===== config.mk =====
export PLATFORM = sky130hd
export DESIGN_NAME = threshold_alert_hold_cooldown_core
export DESIGN_NICKNAME = d
export VERILOG_FILES = /design/src/sv/tahc_pkg.sv /design/src/sv/tahc_in_reg.sv /design/src/sv/tahc_alarm_fsm.sv /design/src/sv/threshold_alert_hold_cooldown_core.sv
export SDC_FILE = /design/constraint.sdc
export NUM_CORES = 2
export LEC_CHECK = 0
export BUFFER_PORTS_ARGS = -buffer_cell sky130_fd_sc_hd__buf_2
export CAP_MARGIN = 10
export CORE_UTILIZATION = 52
export CTS_BUF_LIST = sky130_fd_sc_hd__clkbuf_8
export CTS_CLUSTER_SIZE = 28
export DETAILED_ROUTE_END_ITERATION = 10
export HOLD_SLACK_MARGIN = 0.06
export PLACE_DENSITY = 0.73
export SLEW_MARGIN = 20
export SYNTH_ARGS = -nofsm -noshare
export SYNTH_HDL_FRONTEND = slang
export SYNTH_SLANG_ARGS = --single-unit

===== constraint.sdc =====
create_clock -name clk -period 52.3 [get_ports clk]
set_input_delay 2.615 -clock clk [delete_from_list [all_inputs] [get_ports clk]]
set_output_delay 2.615 -clock clk [all_outputs]
set_load 0.01 [all_outputs]

===== src/sv/tahc_pkg.sv =====
`default_nettype none
package tahc_pkg;

  localparam int VALUE_WIDTH     = 40;
  localparam int TIME_WIDTH      = 48;
  localparam int MS_WIDTH        = 32;
  localparam int PCT_WIDTH       = 14;
  localparam int RATE_WIDTH      = 40;
  localparam int THRESH_WIDTH    = 40;
  localparam int CFG_DATA_WIDTH  = 40;
  localparam int CFG_INDEX_WIDTH = 3;
  localparam int METRIC_WIDTH    = 3;

  typedef enum logic [1:0] {
    PH_IDLE      = 2'd0,
    PH_PENDING   = 2'd1,
    PH_TRIGGERED = 2'd2,
    PH_COOLDOWN  = 2'd3
  } phase_t;

  typedef enum logic [1:0] {
    EV_NONE      = 2'd0,
    EV_TRIGGERED = 2'd1,
    EV_CLEARED   = 2'd2,
    EV_ACKED     = 2'd3
  } event_t;

  localparam logic OP_EVAL = 1'b0;
  localparam logic OP_ACK  = 1'b1;

  localparam logic [METRIC_WIDTH-1:0] MS_CPU        = 3'd0;
  localparam logic [METRIC_WIDTH-1:0] MS_MEMORY     = 3'd1;
  localparam logic [METRIC_WIDTH-1:0] MS_DISK_READ  = 3'd2;
  localparam logic [METRIC_WIDTH-1:0] MS_DISK_WRITE = 3'd3;
  localparam logic [METRIC_WIDTH-1:0] MS_NET_RECV   = 3'd4;
  localparam logic [METRIC_WIDTH-1:0] MS_NET_SENT   = 3'd5;

  localparam logic [CFG_INDEX_WIDTH-1:0] REG_RULE_ENABLE   = 3'd0;
  localparam logic [CFG_INDEX_WIDTH-1:0] REG_METRIC_SELECT = 3'd1;
  localparam logic [CFG_INDEX_WIDTH-1:0] REG_COMPARE_BELOW = 3'd2;
  localparam logic [CFG_INDEX_WIDTH-1:0] REG_THRESHOLD     = 3'd3;
  localparam logic [CFG_INDEX_WIDTH-1:0] REG_HOLD_MS       = 3'd4;
  localparam logic [CFG_INDEX_WIDTH-1:0] REG_COOLDOWN_MS   = 3'd5;

  typedef struct packed {
    logic                      rule_enable;
    logic [METRIC_WIDTH-1:0]   metric_select;
    logic                      compare_below;
    logic [THRESH_WIDTH-1:0]   threshold;
    logic [MS_WIDTH-1:0]       hold_ms;
    logic [MS_WIDTH-1:0]       cooldown_ms;
  } cfg_t;

  typedef struct packed {
    logic                    opcode;
    logic [TIME_WIDTH-1:0]   timestamp_ms;
    logic [PCT_WIDTH-1:0]    cpu_hundredths;
    logic [PCT_WIDTH-1:0]    memory_hundredths;
    logic [RATE_WIDTH-1:0]   disk_read_rate;
    logic [RATE_WIDTH-1:0]   disk_write_rate;
    logic [RATE_WIDTH-1:0]   net_recv_rate;
    logic [RATE_WIDTH-1:0]   net_sent_rate;
  } item_t;

  typedef struct packed {
    phase_t                  alarm_state;
    event_t                  event_kind;
    logic [TIME_WIDTH-1:0]   event_time;
    logic [VALUE_WIDTH-1:0]  event_value;
    logic [VALUE_WIDTH-1:0]  latest_value;
    logic [VALUE_WIDTH-1:0]  peak_seen;
    logic [TIME_WIDTH-1:0]   trigger_time;
    logic                    acked;
    logic [TIME_WIDTH-1:0]   active_duration;
    logic                    ack_rejected;
  } result_t;

  // backward time counts as zero elapsed
  function automatic logic [TIME_WIDTH-1:0] elapsed_since(
    input logic [TIME_WIDTH-1:0] now,
    input logic [TIME_WIDTH-1:0] start
  );
    return (now >= start) ? (now - start) : '0;
  endfunction

endpackage
`default_nettype wire


===== src/sv/tahc_in_reg.sv =====
`default_nettype none
module tahc_in_reg (
  input  logic                                 clk,
  input  logic                                 rst_n,
  input  logic                                 in_valid,
  output logic                                 in_ready,
  input  logic                                 in_opcode,
  input  logic [tahc_pkg::TIME_WIDTH-1:0]      in_timestamp_ms,
  input  logic [tahc_pkg::PCT_WIDTH-1:0]       in_cpu_hundredths,
  input  logic [tahc_pkg::PCT_WIDTH-1:0]       in_memory_hundredths,
  input  logic [tahc_pkg::RATE_WIDTH-1:0]      in_disk_read_rate,
  input  logic [tahc_pkg::RATE_WIDTH-1:0]      in_disk_write_rate,
  input  logic [tahc_pkg::RATE_WIDTH-1:0]      in_net_recv_rate,
  input  logic [tahc_pkg::RATE_WIDTH-1:0]      in_net_sent_rate,
  input  logic                                 advance,
  output logic                                 item_valid,
  output tahc_pkg::item_t                      item
);
  import tahc_pkg::*;

  logic  valid_r;
  item_t item_r;
  logic  load;

  assign in_ready   = !valid_r || advance;
  assign load       = in_valid && in_ready;
  assign item_valid = valid_r;
  assign item       = item_r;

  always_ff @(posedge clk) begin
    if (!rst_n) begin
      valid_r <= 1'b0;
    end else if (load) begin
      valid_r <= 1'b1;
    end else if (advance) begin
      valid_r <= 1'b0;
    end
  end

  always_ff @(posedge clk) begin
    if (load) begin
      item_r.opcode            <= in_opcode;
      item_r.timestamp_ms      <= in_timestamp_ms;
      item_r.cpu_hundredths    <= in_cpu_hundredths;
      item_r.memory_hundredths <= in_memory_hundredths;
      item_r.disk_read_rate    <= in_disk_read_rate;
      item_r.disk_write_rate   <= in_disk_write_rate;
      item_r.net_recv_rate     <= in_net_recv_rate;
      item_r.net_sent_rate     <= in_net_sent_rate;
    end
  end

endmodule
`default_nettype wire


===== src/sv/tahc_alarm_fsm.sv =====
`default_nettype none
module tahc_alarm_fsm (
  input  logic              clk,
  input  logic              rst_n,
  input  logic              step,
  input  tahc_pkg::cfg_t    cfg,
  input  tahc_pkg::item_t   item,
  output tahc_pkg::result_t result
);
  import tahc_pkg::*;

  phase_t                 phase_r, phase_nxt;
  logic [TIME_WIDTH-1:0]  pending_start_r, pending_start_nxt;
  logic [TIME_WIDTH-1:0]  cooldown_start_r, cooldown_start_nxt;
  logic [TIME_WIDTH-1:0]  trig_stamp_r, trig_stamp_nxt;
  logic [VALUE_WIDTH-1:0] peak_r, peak_nxt;
  logic [VALUE_WIDTH-1:0] last_value_r, last_value_nxt;
  logic [TIME_WIDTH-1:0]  last_eval_r, last_eval_nxt;
  logic                   ack_r, ack_nxt;

  logic [VALUE_WIDTH-1:0] value;
  logic [TIME_WIDTH-1:0]  now;
  logic                   cond;
  logic                   is_eval;
  logic                   is_ack;
  logic                   hold_met;
  logic                   cool_met;
  logic                   hold_zero;
  logic                   cool_zero;
  logic                   peak_better;

  event_t                 ev_kind;
  logic [TIME_WIDTH-1:0]  ev_time;
  logic [VALUE_WIDTH-1:0] ev_value;
  logic                   rejected;

  assign now = item.timestamp_ms;

  always_comb begin
    unique case (cfg.metric_select)
      MS_CPU:        value = VALUE_WIDTH'(item.cpu_hundredths);
      MS_MEMORY:     value = VALUE_WIDTH'(item.memory_hundredths);
      MS_DISK_READ:  value = VALUE_WIDTH'(item.disk_read_rate);
      MS_DISK_WRITE: value = VALUE_WIDTH'(item.disk_write_rate);
      MS_NET_RECV:   value = VALUE_WIDTH'(item.net_recv_rate);
      MS_NET_SENT:   value = VALUE_WIDTH'(item.net_sent_rate);
      default:       value = '0;
    endcase
  end

  assign cond = cfg.compare_below ? (value < VALUE_WIDTH'(cfg.threshold))
                                  : (value > VALUE_WIDTH'(cfg.threshold));
  assign is_eval   = step && (item.opcode == OP_EVAL) && cfg.rule_enable;
  assign is_ack    = step && (item.opcode == OP_ACK);
  assign hold_zero = (cfg.hold_ms == '0);
  assign cool_zero = (cfg.cooldown_ms == '0);
  assign hold_met  = elapsed_since(now, pending_start_r) >= TIME_WIDTH'(cfg.hold_ms);
  assign cool_met  = elapsed_since(now, cooldown_start_r) >= TIME_WIDTH'(cfg.cooldown_ms);
  assign peak_better = cfg.compare_below ? (value < peak_r) : (value > peak_r);

  // next phase
  always_comb begin
    phase_nxt = phase_r;
    if (is_eval) begin
      unique case (phase_r)
        PH_IDLE: begin
          if (cond) phase_nxt = hold_zero ? PH_TRIGGERED : PH_PENDING;
        end
        PH_PENDING: begin
          if (!cond)         phase_nxt = PH_IDLE;
          else if (hold_met) phase_nxt = PH_TRIGGERED;
        end
        PH_TRIGGERED: begin
          if (!cond) phase_nxt = cool_zero ? PH_IDLE : PH_COOLDOWN;
        end
        PH_COOLDOWN: begin
          if (cool_met) phase_nxt = PH_IDLE;
        end
        default: phase_nxt = PH_IDLE;
      endcase
    end
  end

  // alarm data and event report
  always_comb begin
    pending_start_nxt  = pending_start_r;
    cooldown_start_nxt = cooldown_start_r;
    trig_stamp_nxt     = trig_stamp_r;
    peak_nxt           = peak_r;
    last_value_nxt     = last_value_r;
    last_eval_nxt      = last_eval_r;
    ack_nxt            = ack_r;
    ev_kind            = EV_NONE;
    ev_time            = '0;
    ev_value           = '0;
    rejected           = 1'b0;
    if (is_ack) begin
      if (!cfg.rule_enable || phase_r != PH_TRIGGERED) begin
        rejected = 1'b1;
      end else begin
        ack_nxt  = 1'b1;
        ev_kind  = EV_ACKED;
        ev_time  = last_eval_r;
        ev_value = last_value_r;
      end
    end else if (is_eval) begin
      last_value_nxt = value;
      last_eval_nxt  = now;
      unique case (phase_r)
        PH_IDLE: begin
          if (cond) begin
            peak_nxt = value;
            if (hold_zero) begin
              trig_stamp_nxt = now;
              ack_nxt        = 1'b0;
              ev_kind        = EV_TRIGGERED;
              ev_time        = now;
              ev_value       = value;
            end else begin
              pending_start_nxt = now;
            end
          end
        end
        PH_PENDING: begin
          if (cond) begin
            if (peak_better) peak_nxt = value;
            if (hold_met) begin
              trig_stamp_nxt = now;
              ack_nxt        = 1'b0;
              ev_kind        = EV_TRIGGERED;
              ev_time        = now;
              ev_value       = value;
            end
          end else begin
            pending_start_nxt = '0;
            peak_nxt          = '0;
          end
        end
        PH_TRIGGERED: begin
          if (cond) begin
            if (peak_better) peak_nxt = value;
          end else begin
            ev_kind  = EV_CLEARED;
            ev_time  = now;
            ev_value = value;
            if (cool_zero) begin
              trig_stamp_nxt = '0;
              peak_nxt       = '0;
              ack_nxt        = 1'b0;
            end else begin
              cooldown_start_nxt = now;
            end
          end
        end
        PH_COOLDOWN: begin
          if (cool_met) begin
            trig_stamp_nxt = '0;
            peak_nxt       = '0;
            ack_nxt        = 1'b0;
          end
        end
        default: ;
      endcase
    end
  end

  always_comb begin
    result.alarm_state     = phase_nxt;
    result.event_kind      = ev_kind;
    result.event_time      = ev_time;
    result.event_value     = ev_value;
    result.latest_value    = last_value_nxt;
    result.peak_seen       = peak_nxt;
    result.trigger_time    = trig_stamp_nxt;
    result.acked           = ack_nxt;
    result.active_duration = (phase_nxt == PH_TRIGGERED)
                             ? elapsed_since(last_eval_nxt, trig_stamp_nxt) : '0;
    result.ack_rejected    = rejected;
  end

  always_ff @(posedge clk) begin
    if (!rst_n) begin
      phase_r          <= PH_IDLE;
      pending_start_r  <= '0;
      cooldown_start_r <= '0;
      trig_stamp_r     <= '0;
      peak_r           <= '0;
      last_value_r     <= '0;
      last_eval_r      <= '0;
      ack_r            <= 1'b0;
    end else begin
      phase_r          <= phase_nxt;
      pending_start_r  <= pending_start_nxt;
      cooldown_start_r <= cooldown_start_nxt;
      trig_stamp_r     <= trig_stamp_nxt;
      peak_r           <= peak_nxt;
      last_value_r     <= last_value_nxt;
      last_eval_r      <= last_eval_nxt;
      ack_r            <= ack_nxt;
    end
  end

  a_ack_only_when_raised: assert property (@(posedge clk) disable iff (!rst_n)
    ack_r |-> (phase_r == PH_TRIGGERED || phase_r == PH_COOLDOWN))
    else $error("ack flag set outside triggered or cooldown");

  a_no_stamp_before_trigger: assert property (@(posedge clk) disable iff (!rst_n)
    (phase_r == PH_IDLE || phase_r == PH_PENDING) |-> (trig_stamp_r == '0))
    else $error("trigger stamp held while not raised");

  a_idle_no_peak: assert property (@(posedge clk) disable iff (!rst_n)
    (phase_r == PH_IDLE) |-> (peak_r == '0))
    else $error("peak held while idle");

  a_trigger_event_phase: assert property (@(posedge clk) disable iff (!rst_n)
    (ev_kind == EV_TRIGGERED) |-> (phase_nxt == PH_TRIGGERED && step))
    else $error("trigger event without entering triggered phase");

  a_hold_without_item: assert property (@(posedge clk) disable iff (!rst_n)
    !step |=> ($stable(phase_r) && $stable(ack_r)))
    else $error("alarm state moved with no item");

endmodule
`default_nettype wire


===== src/sv/threshold_alert_hold_cooldown_core.sv =====
`default_nettype none
// Single-rule threshold alarm with hold time and cooldown. Each item either
// evaluates a metrics snapshot against the configured rule or acknowledges a
// raised alarm, and returns exactly one status item. Throughput is one item
// per clock while the output is not stalled by out_ready; an item is accepted
// into the input register, and the alarm state machine updates its state as
// the result register loads once that register is free or draining. The state
// loop through the alarm state machine is what sets the one-item-per-clock
// figure. The configuration port is always ready; write it only while no item
// is in flight.
module threshold_alert_hold_cooldown_core (
  input  logic                                   clk,
  input  logic                                   rst_n,

  input  logic                                   cfg_valid,
  output logic                                   cfg_ready,
  input  logic [tahc_pkg::CFG_INDEX_WIDTH-1:0]   cfg_index,
  input  logic [tahc_pkg::CFG_DATA_WIDTH-1:0]    cfg_data,

  input  logic                                   in_valid,
  output logic                                   in_ready,
  input  logic                                   in_opcode,
  input  logic [tahc_pkg::TIME_WIDTH-1:0]        in_timestamp_ms,
  input  logic [tahc_pkg::PCT_WIDTH-1:0]         in_cpu_hundredths,
  input  logic [tahc_pkg::PCT_WIDTH-1:0]         in_memory_hundredths,
  input  logic [tahc_pkg::RATE_WIDTH-1:0]        in_disk_read_rate,
  input  logic [tahc_pkg::RATE_WIDTH-1:0]        in_disk_write_rate,
  input  logic [tahc_pkg::RATE_WIDTH-1:0]        in_net_recv_rate,
  input  logic [tahc_pkg::RATE_WIDTH-1:0]        in_net_sent_rate,

  output logic                                   out_valid,
  input  logic                                   out_ready,
  output logic [1:0]                             out_alarm_state,
  output logic [1:0]                             out_event_kind,
  output logic [tahc_pkg::TIME_WIDTH-1:0]        out_event_time,
  output logic [tahc_pkg::VALUE_WIDTH-1:0]       out_event_value,
  output logic [tahc_pkg::VALUE_WIDTH-1:0]       out_latest_value,
  output logic [tahc_pkg::VALUE_WIDTH-1:0]       out_peak_seen,
  output logic [tahc_pkg::TIME_WIDTH-1:0]        out_trigger_time,
  output logic                                   out_acked,
  output logic [tahc_pkg::TIME_WIDTH-1:0]        out_active_duration,
  output logic                                   out_ack_rejected
);
  import tahc_pkg::*;

  cfg_t    cfg_r;
  item_t   item;
  logic    item_valid;
  logic    step;
  result_t result;
  result_t result_r;
  logic    out_valid_r;

  // configuration registers
  assign cfg_ready = 1'b1;

  always_ff @(posedge clk) begin
    if (!rst_n) begin
      cfg_r <= '0;
    end else if (cfg_valid && cfg_ready) begin
      unique case (cfg_index)
        REG_RULE_ENABLE:   cfg_r.rule_enable   <= cfg_data[0];
        REG_METRIC_SELECT: cfg_r.metric_select <= cfg_data[METRIC_WIDTH-1:0];
        REG_COMPARE_BELOW: cfg_r.compare_below <= cfg_data[0];
        REG_THRESHOLD:     cfg_r.threshold     <= cfg_data[THRESH_WIDTH-1:0];
        REG_HOLD_MS:       cfg_r.hold_ms       <= cfg_data[MS_WIDTH-1:0];
        REG_COOLDOWN_MS:   cfg_r.cooldown_ms   <= cfg_data[MS_WIDTH-1:0];
        default: ;
      endcase
    end
  end

  // advance an item whenever the result register is free or draining
  assign step = item_valid && (!out_valid_r || out_ready);

  tahc_in_reg u_in_reg (
    .clk                  (clk),
    .rst_n                (rst_n),
    .in_valid             (in_valid),
    .in_ready             (in_ready),
    .in_opcode            (in_opcode),
    .in_timestamp_ms      (in_timestamp_ms),
    .in_cpu_hundredths    (in_cpu_hundredths),
    .in_memory_hundredths (in_memory_hundredths),
    .in_disk_read_rate    (in_disk_read_rate),
    .in_disk_write_rate   (in_disk_write_rate),
    .in_net_recv_rate     (in_net_recv_rate),
    .in_net_sent_rate     (in_net_sent_rate),
    .advance              (step),
    .item_valid           (item_valid),
    .item                 (item)
  );

  tahc_alarm_fsm u_alarm_fsm (
    .clk    (clk),
    .rst_n  (rst_n),
    .step   (step),
    .cfg    (cfg_r),
    .item   (item),
    .result (result)
  );

  always_ff @(posedge clk) begin
    if (!rst_n) begin
      out_valid_r <= 1'b0;
    end else if (step) begin
      out_valid_r <= 1'b1;
    end else if (out_ready) begin
      out_valid_r <= 1'b0;
    end
  end

  always_ff @(posedge clk) begin
    if (step) begin
      result_r <= result;
    end
  end

  assign out_valid           = out_valid_r;
  assign out_alarm_state     = result_r.alarm_state;
  assign out_event_kind      = result_r.event_kind;
  assign out_event_time      = result_r.event_time;
  assign out_event_value     = result_r.event_value;
  assign out_latest_value    = result_r.latest_value;
  assign out_peak_seen       = result_r.peak_seen;
  assign out_trigger_time    = result_r.trigger_time;
  assign out_acked           = result_r.acked;
  assign out_active_duration = result_r.active_duration;
  assign out_ack_rejected    = result_r.ack_rejected;

endmodule
`default_nettype wire

==> reports/metrics.cfg <==
[setup_path]
cp_num_cells = 42
worst_path_most_repeated_cell = sky130_fd_sc_hd__buf_4
critPathBufInv = 6
cp.required_ns = 52.93
reg2reg_from = u_in_reg.item[188]$_DFFE_PP_
cp_capture_type = flop
setup.reg_to_reg.worst_slack_ns = 40.16
worst_path_largest_cell_delay_ns = 0.75
critical_path_arrival_ns = 12.77
crit_path_max_fanout = 81
crit_path_end = out_active_duration[38]$_SDFFCE_PN0P_
setup.worst_path.start_class = flop
critical-path-slowest-cell = sky130_fd_sc_hd__buf_4
worstSetupStartpoint = u_in_reg.item[188]$_DFFE_PP_
critical_path.reg2reg.endpoint = out_active_duration[38]$_SDFFCE_PN0P_
criticalPathCategory = reg2reg
path_delay_family = compound AO/OA/AOI/OAI gates
rr_worst_depth = 42

[routing]
route.final.wire_length_um = 153000
drt_pre_antenna_iters = 7
first_iter_violations = 4325
routed_via_density = 6.11
wire_per_inst_um = 23.2
vias = 40200
postRouteAntennaNets = 0
drc = 0

[die]
floorplan.initialDensity = 0.529
core.rowCount = 108
die_width_um = 300
die-area_mm2 = 0.0900
design.portCount = 558
core_area_mm2 = 0.0873
die_height_um = 300

[logic_synthesis]
synth.top_cells.by_area = sky130_fd_sc_hd__edfxtp_1 33%, sky130_fd_sc_hd__dfxtp_1 17%, sky130_fd_sc_hd__ha_1 7.8%
synth_simple_gate_area_frac = 0.149
synthMuxAreaShare = 0.00333
net_count_of_the_mapped_netlist = 5378
synth-xor-area-share = 0.0197
async_reset_ff_frac = 0
post_synthesis_instance_area_mm2 = 0.0462
synth-main-ff-cell = sky130_fd_sc_hd__edfxtp_1
synth-seq-area-share = 0.497
complex_gate_fraction_of_the_synthesized_area = 0.204
yosys.area_share.adder = 0.0794
synth_top_area_cell = sky130_fd_sc_hd__edfxtp_1
synth_top_family_by_area = compound AO/OA/AOI/OAI gates
number_of_flops_mapped_to_enable_cells_by_yosys = 507
synthCells = 4802
synth_seq_cells = 893
area_fraction_of_the_dominant_cell_type_after_synthesis = 0.330
synthDistinctLibCells = 88
synth.yosys.warnings = 0
synth.avg_cell_area_um2 = 9.61

[sta]
setup-violations-final = 0
finalHoldViolCount = 0
fmaxAchievable_mhz = 82.3
whs_ns = 0.450
worst_slew_margin_relative_to_its_limit = 0.174
clock_skew_ns = 0.0388
max_slew.worst_pin.slew_ns = 1.23
final_critical_path_setup_slack_ns = 40.16
tmin_final_ns = 12.14
grt_setup_unrepaired = no
tns_ns = 0
final_clock_period_utilization_by_the_worst_path = 0.232
max_slew_violations = 0

[cells_and_area]
area_growth_syn_to_layout_pct = 14.7
design.final.nets = 5871
layout_filler_cell_count = 7504
fin_util = 0.606
drive_gt1_frac = 0.164

[place]
post-place-ws_ns = 40.47
buffer_ports.inserted = 556
place_hpwl_um = 111000
gpl.final_weighted_congestion = 1.05

[power]
irDropWorstVdd_mv = 0.0288
power.density_cell_area_mw_per_mm2 = 29.7
cellLeakagePower_nw = 20.9
report.power.total_mw = 1.57

[clocking]
cts-resized-gates = 0
cts.htree.levels = 4
cts-root-to-sink-buffers = 3
post_cts_buffers = 0
cts-buffers-inserted = 152
cts.hold.buffers_added = 0
tritoncts = yes
clock_latency_ns = 0.86
root_buffer = sky130_fd_sc_hd__clkbuf_8
clock_sink_count = 893
clkTransAtPathRegs_ns = 0.06

[global_route]
first_pass_grt_wire_length_um = 227000
grt_antenna_before_repair = 12
grt_max_degree = 91
grt_pass1_vias = 37700
globalRouteTotalUtil = 0.331
global_route.overflow_total = 0

[outcome]
outcome = complete, no violations

[run]
maxCapViolations = 0

[worst_hold_path]
hp-class = reg2reg
hold_start = u_alarm_fsm.pending_start_r[37]$_SDFFE_PN0P_
worst_hold_path.num_cells = 2

## cells in the mapped netlist (8+ instances only)
master	instances
sky130_fd_sc_hd__a211oi_1	63
sky130_fd_sc_hd__and2_1	43
sky130_fd_sc_hd__and3_1	34
sky130_fd_sc_hd__or2_2	17
sky130_fd_sc_hd__a22o_1	127
sky130_fd_sc_hd__o22ai_1	9
sky130_fd_sc_hd__o2111ai_1	8
sky130_fd_sc_hd__edfxtp_1	507
sky130_fd_sc_hd__o21bai_1	23
sky130_fd_sc_hd__a22oi_1	129
sky130_fd_sc_hd__nor3b_1	9
sky130_fd_sc_hd__nor2b_1	26
sky130_fd_sc_hd__a31o_1	10
sky130_fd_sc_hd__and4_1	34
sky130_fd_sc_hd__a32oi_1	13
sky130_fd_sc_hd__a32o_1	50
sky130_fd_sc_hd__nor4_1	32
sky130_fd_sc_hd__ha_1	288
sky130_fd_sc_hd__a21o_1	94
sky130_fd_sc_hd__nand2_1	747
sky130_fd_sc_hd__a21oi_1	555
sky130_fd_sc_hd__nor3_1	122
sky130_fd_sc_hd__nand4_1	59
sky130_fd_sc_hd__nor2_1	197
sky130_fd_sc_hd__o21ai_0	166
sky130_fd_sc_hd__buf_2	23
sky130_fd_sc_hd__a31o_2	9
sky130_fd_sc_hd__clkbuf_1	241
sky130_fd_sc_hd__dfxtp_1	386
sky130_fd_sc_hd__xor2_1	46
sky130_fd_sc_hd__inv_1	281
sky130_fd_sc_hd__buf_1	10
sky130_fd_sc_hd__xnor2_1	58
sky130_fd_sc_hd__nand2b_1	34
sky130_fd_sc_hd__nand3_1	102
sky130_fd_sc_hd__mux2i_1	12
sky130_fd_sc_hd__a31oi_1	46
sky130_fd_sc_hd__o211ai_1	13
sky130_fd_sc_hd__o21a_1	28
sky130_fd_sc_hd__or3_1	13
## tightest hold or removal path: stages, from the launching register on
cell                      delay (ns)
sky130_fd_sc_hd__dfxtp_1        0.31
sky130_fd_sc_hd__nand2_1        0.05
sky130_fd_sc_hd__a21oi_1        0.05
## metal layers
metal / GRT usage / up-vias / share of wire
li1: - / 18600 / -
met1: 0.424 / 19200 / 0.40
met2: 0.523 / 1999 / 0.46
met3: 0.0823 / 332 / 0.091
met4: 0.164 / 12 / 0.048
met5: 0 / - / 0.00049
## per-stage QoR
step	area, µm²	cells
after CTS	52900	6578
after global placement	49900	6296
after global routing	52900	6583
after detailed placement	49900	6296
after floorplan	46200	4802
final	52900	6584
## kinds of logic (layout without fill, tap and decap cells)
logic type / after synthesis / in the layout
other cells: 1 / 7
flops: 893 / 893
buf+inv: 565 / 1186
mux: 15 / 15
xor+xnor: 104 / 104
compound gates: 1438 / 1438
fa+ha+maj: 291 / 291
simple gates: 1495 / 1495
## report_power, final
part	switching, mW	internal [mW]
Clock	0.294	0.322
Combinational	0.118	0.0623
Sequential	0.0128	0.763
## worst min-delay path by stage
stage | end | slack, ns
floorplan | u_alarm_fsm.pending_start_r[10]$_SDFFE_PN0P_ | 0.43
global placement | u_alarm_fsm.pending_start_r[24]$_SDFFE_PN0P_ | 0.44
detailed placement | u_alarm_fsm.pending_start_r[9]$_SDFFE_PN0P_ | 0.44
CTS | u_alarm_fsm.pending_start_r[1]$_SDFFE_PN0P_ | 0.45
global route | u_alarm_fsm.pending_start_r[5]$_SDFFE_PN0P_ | 0.46
finish | u_alarm_fsm.pending_start_r[37]$_SDFFE_PN0P_ | 0.45
## cell type report
type | count | area (µm²) | share of cell area
clock buffer | 171 | 2350 | 0.0445
sequential | 893 | 23000 | 0.434
clock inverter | 111 | 629 | 0.0119
multi-input combinational | 3344 | 21200 | 0.400
antenna | 6 | 15.0 | 0.000284
timing repair buffer | 622 | 3280 | 0.0619
tap | 1155 | 1450 | 0.0273
inverter | 282 | 1070 | 0.0201
## layout by cell type (no fill, tap or decap), types with 166 or more instances in the layout
cell                         n
sky130_fd_sc_hd__nand2_1   747
sky130_fd_sc_hd__o21ai_0   166
sky130_fd_sc_hd__buf_2     556
sky130_fd_sc_hd__ha_1      288
sky130_fd_sc_hd__edfxtp_1  507
sky130_fd_sc_hd__dfxtp_1   386
sky130_fd_sc_hd__a21oi_1   554
sky130_fd_sc_hd__nor2_1    194
sky130_fd_sc_hd__clkbuf_8  171
sky130_fd_sc_hd__inv_1     331
## sequential cells by signal (all words and copies together), names as in the netlist
register	flops
out_valid	1
out_active_duration	48
out_latest_value	40
out_event_kind	2
u_alarm_fsm.pending_start_r	48
u_alarm_fsm.last_value_r	40
cfg_r	109
u_alarm_fsm.phase_r	2
u_alarm_fsm.last_eval_r	48
out_ack_rejected	1
u_in_reg.item	237
out_event_value	40
out_event_time	48
out_alarm_state	2
u_alarm_fsm.cooldown_start_r	48
u_in_reg.item_valid	1
u_alarm_fsm.ack_r	1
u_alarm_fsm.trig_stamp_r	48
out_peak_seen	40
u_alarm_fsm.peak_r	40
out_acked	1
out_trigger_time	48
Note: power is estimated with default switching activity, not from simulation.
